==> config.mk <==
export PLATFORM = sky130hd
export DESIGN_NAME = rc4_kg_ram
export DESIGN_NICKNAME = d
export VERILOG_FILES = /design/src/rtl/core/rc4_kg_ram.sv
export SDC_FILE = /design/constraint.sdc
export NUM_CORES = 2
export LEC_CHECK = 0
export BUFFER_PORTS_ARGS = -buffer_cell sky130_fd_sc_hd__buf_4
export CAP_MARGIN = 20
export CORE_UTILIZATION = 53
export DETAILED_ROUTE_END_ITERATION = 12
export PLACE_DENSITY = 0.64
export REMOVE_ABC_BUFFERS = 1
export SYNTH_ARGS = -nofsm -noshare
export SYNTH_HDL_FRONTEND = slang
export SYNTH_SLANG_ARGS = --single-unit
==> constraint.sdc <==
create_clock -name clk_i -period 2.6 [get_ports clk_i]
set_input_delay 0.13 -clock clk_i [delete_from_list [all_inputs] [get_ports clk_i]]
set_output_delay 0.13 -clock clk_i [all_outputs]
set_load 0.02 [all_outputs]
==> src/rtl/core/rc4_kg_ram.sv <==
// Generic single-write, single-read RAM with registered read data.
module rc4_kg_ram #(
  parameter int unsigned WIDTH = 8,
  parameter int unsigned DEPTH = 256,
  localparam int unsigned AW   = (DEPTH > 1) ? $clog2(DEPTH) : 1
) (
  input  logic             clk_i,
  input  logic             we_i,
  input  logic [AW-1:0]    waddr_i,
  input  logic [WIDTH-1:0] wdata_i,
  input  logic [AW-1:0]    raddr_i,
  output logic [WIDTH-1:0] rdata_o
);

  logic [WIDTH-1:0] mem_q [DEPTH];
  logic [WIDTH-1:0] rdata_q;

  always_ff @(posedge clk_i) begin
    if (we_i) begin
      mem_q[waddr_i] <= wdata_i;
    end
    rdata_q <= mem_q[raddr_i];
  end

  assign rdata_o = rdata_q;

endmodule

==> impl_metrics.json <==
{
  "dp.cells": 6143,
  "grt-ovfl-total": 0,
  "drv_slew": 0,
  "crit_type": "register to register",
  "ios": 34,
  "grt_pass1_wl_mm": 289,
  "worst-path-stages": 6,
  "start_util_pct": 53.6,
  "first_iter_violations": 5212,
  "p_seq_share_pct": 53.5,
  "gp_congestion": 0.868,
  "avgSynthCellArea_um2": 21.3,
  "stdcell_count": 6531,
  "status": "finished, final reports clean",
  "wl_per_cell_um": 30.6,
  "die_area_mm2": 0.152,
  "reg2reg_depth": 6,
  "cts.clk_slew.worst_paths_ns": 0.06,
  "crit_path_end": "rdata_o[2]",
  "crit_path_frequent_cell": "mux4_2",
  "grt_antenna_before_repair": 12,
  "core_mm2": 0.148,
  "r2r-end": "rdata_o[2]",
  "p_per_area_mw_per_mm2": 736,
  "numCtsBuffers": 199,
  "r2r_start": "mem_q[66][2]",
  "p_sw_share_pct": 21.5,
  "clkLatencyLatePin_ns": 0.85,
  "synth_cell_types": 55,
  "worstSetupStartpoint": "mem_q[66][2]",
  "clock_sinks": 2056,
  "drtPass1Iterations": 6,
  "drc": 0,
  "cp.required_ns": 3.33,
  "drive_above_1_share_pct": 30.8,
  "synthTopCellsByArea": "edfxtp_1 77%, mux4_2 13%, mux2i_1 1.7%",
  "power_frac_comb_pct": 5.5,
  "crit_buf_inv": 1,
  "holdCritPathClass": "primary input to register",
  "mostFrequentLayoutCell": "edfxtp_1",
  "fill_cells": 10100,
  "ys_ff_latch": 2056,
  "fin_util_pct": 62.6,
  "worstPathArrival_ns": 3.24,
  "drv_cap": 0,
  "skew_ns": 0.0380,
  "port_buffers": 33,
  "grt_pass1_vias": 40700,
  "startpoint_type": "register",
  "dr_total_vias": 40600,
  "cts-root-buf": "clkbuf_16",
  "grt_usage_pct": 26.8,
  "finalHoldViolCount": 0,
  "dp_hpwl_mm": 131,
  "area_growth_pct": 16.8,
  "synthesis.area_mm2": 0.0796,
  "yosysTopAreaCell": "edfxtp_1",
  "syn_inst": 3733,
  "yosysWarningCount": 0,
  "mostFrequentLayoutCells": "2,048 x edfxtp_1, 567 x buf_4, 454 x mux4_2",
  "crit_fanout": 1,
  "worstSetupEndpointType": "register",
  "crit_family": "multiplexers",
  "p_leak_uw": 0.0300,
  "nets": 4382,
  "period_share_pct": 96.6,
  "row_count": 141,
  "ir_worst_vdd_mv": 0.826,
  "cp_cell_sequence": "mux4_2 > mux4_2 > nor2b_1 > nor4_1 > buf_4 > nor4_2",
  "routed_via_density": 6.22,
  "dieHeight_um": 389,
  "grt_setup_unrepaired": "false",
  "slew_headroom_pct": 38.6,
  "chipWidth_um": 389,
  "grt_max_degree": 124,
  "cp_slowest_stage_delay_ns": 0.53,
  "ant_nets": 0,
  "rrSetupSlack_ns": 0.09,
  "switching_power_uw": 14700,
  "fmax_ghz": 0.398,
  "synth_top_area_share_pct": 77.3,
  "htree_levels": 4,
  "clk_path_buf_depth": 3,
  "tritoncts": "built",
  "final.min_clock_period_ns": 2.51,
  "clkPwrFrac_pct": 41.0,
  "ys_seq_area_share_pct": 77.5,
  "intPower_uw": 53700,
  "slowest_stage": "mux4_2",
  "setup_viol": 0,
  "finalWirelength_mm": 200,
  "tightest_slew_ns": 0.921
}
-- per-layer routing --
| metal | vias up | part of all wire, % | global-route usage (%) |
|---|---|---|---|
| met5 | - | 0.019 | 0 |
| met4 | 6 | 2.7 | 7.67 |
| met3 | 313 | 8.6 | 5.05 |
| met2 | 1874 | 48 | 42.3 |
| met1 | 21500 | 41 | 38.5 |
| li1 | 17000 | - | - |
-- power by group through the flow --
stage	registers [uW]	clock network, uW	logic, uW
after floorplan	37300	0	1280
after global placement	37300	0	3680
after detailed placement	37300	0	3720
after CTS	36600	28400	3760
after global routing	36600	29600	3930
final	36600	28000	3740
-- flip-flops by register name, summed over array words and instances (netlist names) --
name and count:
mem_q 2048, rdata_o 8
-- cell usage after synthesis, drive strengths merged --
cell	n
a2111oi	5
a211oi	16
a21boi	1
a21oi	96
a221oi	14
a22o	8
a22oi	133
a311oi	2
a31oi	2
and2	6
and3	1
and3b	2
buf	122
clkbuf	111
clkinv	1
dfxtp	8
edfxtp	2048
inv	1
mux2	1
mux2i	134
mux4	456
nand2	33
nand2b	8
nand3	34
nand3b	2
nand4	10
nor2	282
nor2b	31
nor3	22
nor3b	1
nor4	27
nor4b	1
o211ai	10
o21ai	12
o221ai	47
o22a	5
o22ai	28
o311ai	1
o32ai	5
or2	4
or2b	1
or3b	1
-- worst register-to-register path, cell delays in order, from the launching register on --
cell and delay (ns):
edfxtp_1 0.37, mux4_2 0.51, mux4_2 0.53, nor2b_1 0.20, nor4_1 0.50, buf_4 0.24, nor4_2 0.05
-- area by class of cell --
| type | count | area [um^2] | share of cell area [%] |
|---|---|---|---|
| Inverter | 2 | 7.51 | 0.00808 |
| Antenna cell | 6 | 15.0 | 0.0162 |
| Clock buffer | 255 | 5240 | 5.64 |
| Sequential cell | 2056 | 61700 | 66.4 |
| Timing Repair Buffer | 655 | 5830 | 6.27 |
| Clock inverter | 113 | 1090 | 1.18 |
| Multi-Input combinational cell | 1442 | 16500 | 17.8 |
| Tap cell | 2002 | 2500 | 2.70 |
-- worst min-delay path by stage --
| stage | to | start | cells after the start | slack [ns] |
|---|---|---|---|---|
| after floorplan | mem_q[0][0] | wdata_i[0] | 0 | 0.23 |
| after global placement | mem_q[66][1] | wdata_i[1] | 1 | 0.58 |
| after detailed placement | mem_q[64][1] | wdata_i[1] | 1 | 0.60 |
| after CTS | mem_q[24][6] | we_i | 3 | 0.001 |
| after global routing | mem_q[205][3] | waddr_i[3] | 4 | 0.04 |
| final | mem_q[24][6] | we_i | 3 | 0.06 |
-- cells by family (layout without fill, tap and decap cells) --
group / Yosys count / after routing / synth area share, %
compound gates: 385 / 385 / 3.42
buf+inv: 235 / 1025 / 1.83
flops: 2056 / 2056 / 77.5
mux: 591 / 591 / 14.6
other cells: 0 / 6 / 0
simple gates: 466 / 466 / 2.63
-- metrics by stage --
stage | setup slack [ns] | hold slack [ns] | area [um^2] | setup TNS, ns | total power [uW]
CTS | 0.0103 | 0.00128 | 92900 | 0 | 68700
finish | 0.0878 | 0.0611 | 92900 | 0 | 68400
global placement | -0.704 | 0.580 | 86400 | -4.47 | 41000
detailed placement | -0.692 | 0.595 | 86400 | -4.56 | 41000
global route | 0.00949 | 0.0384 | 92900 | 0 | 70100
floorplan | 0.0622 | 0.229 | 78100 | 0 | 38600
-- what timing repair did --
item | 4_1_cts | 5_1_grt
hold endpoints to repair | 754 | 0
gates resized for setup | 6 | 3
hold buffers | 14 | 0
endpoints found under the setup margin | 5 | 3
setup buffers | 0 | 0
No activity file was read; power rests on OpenSTA's default activity.
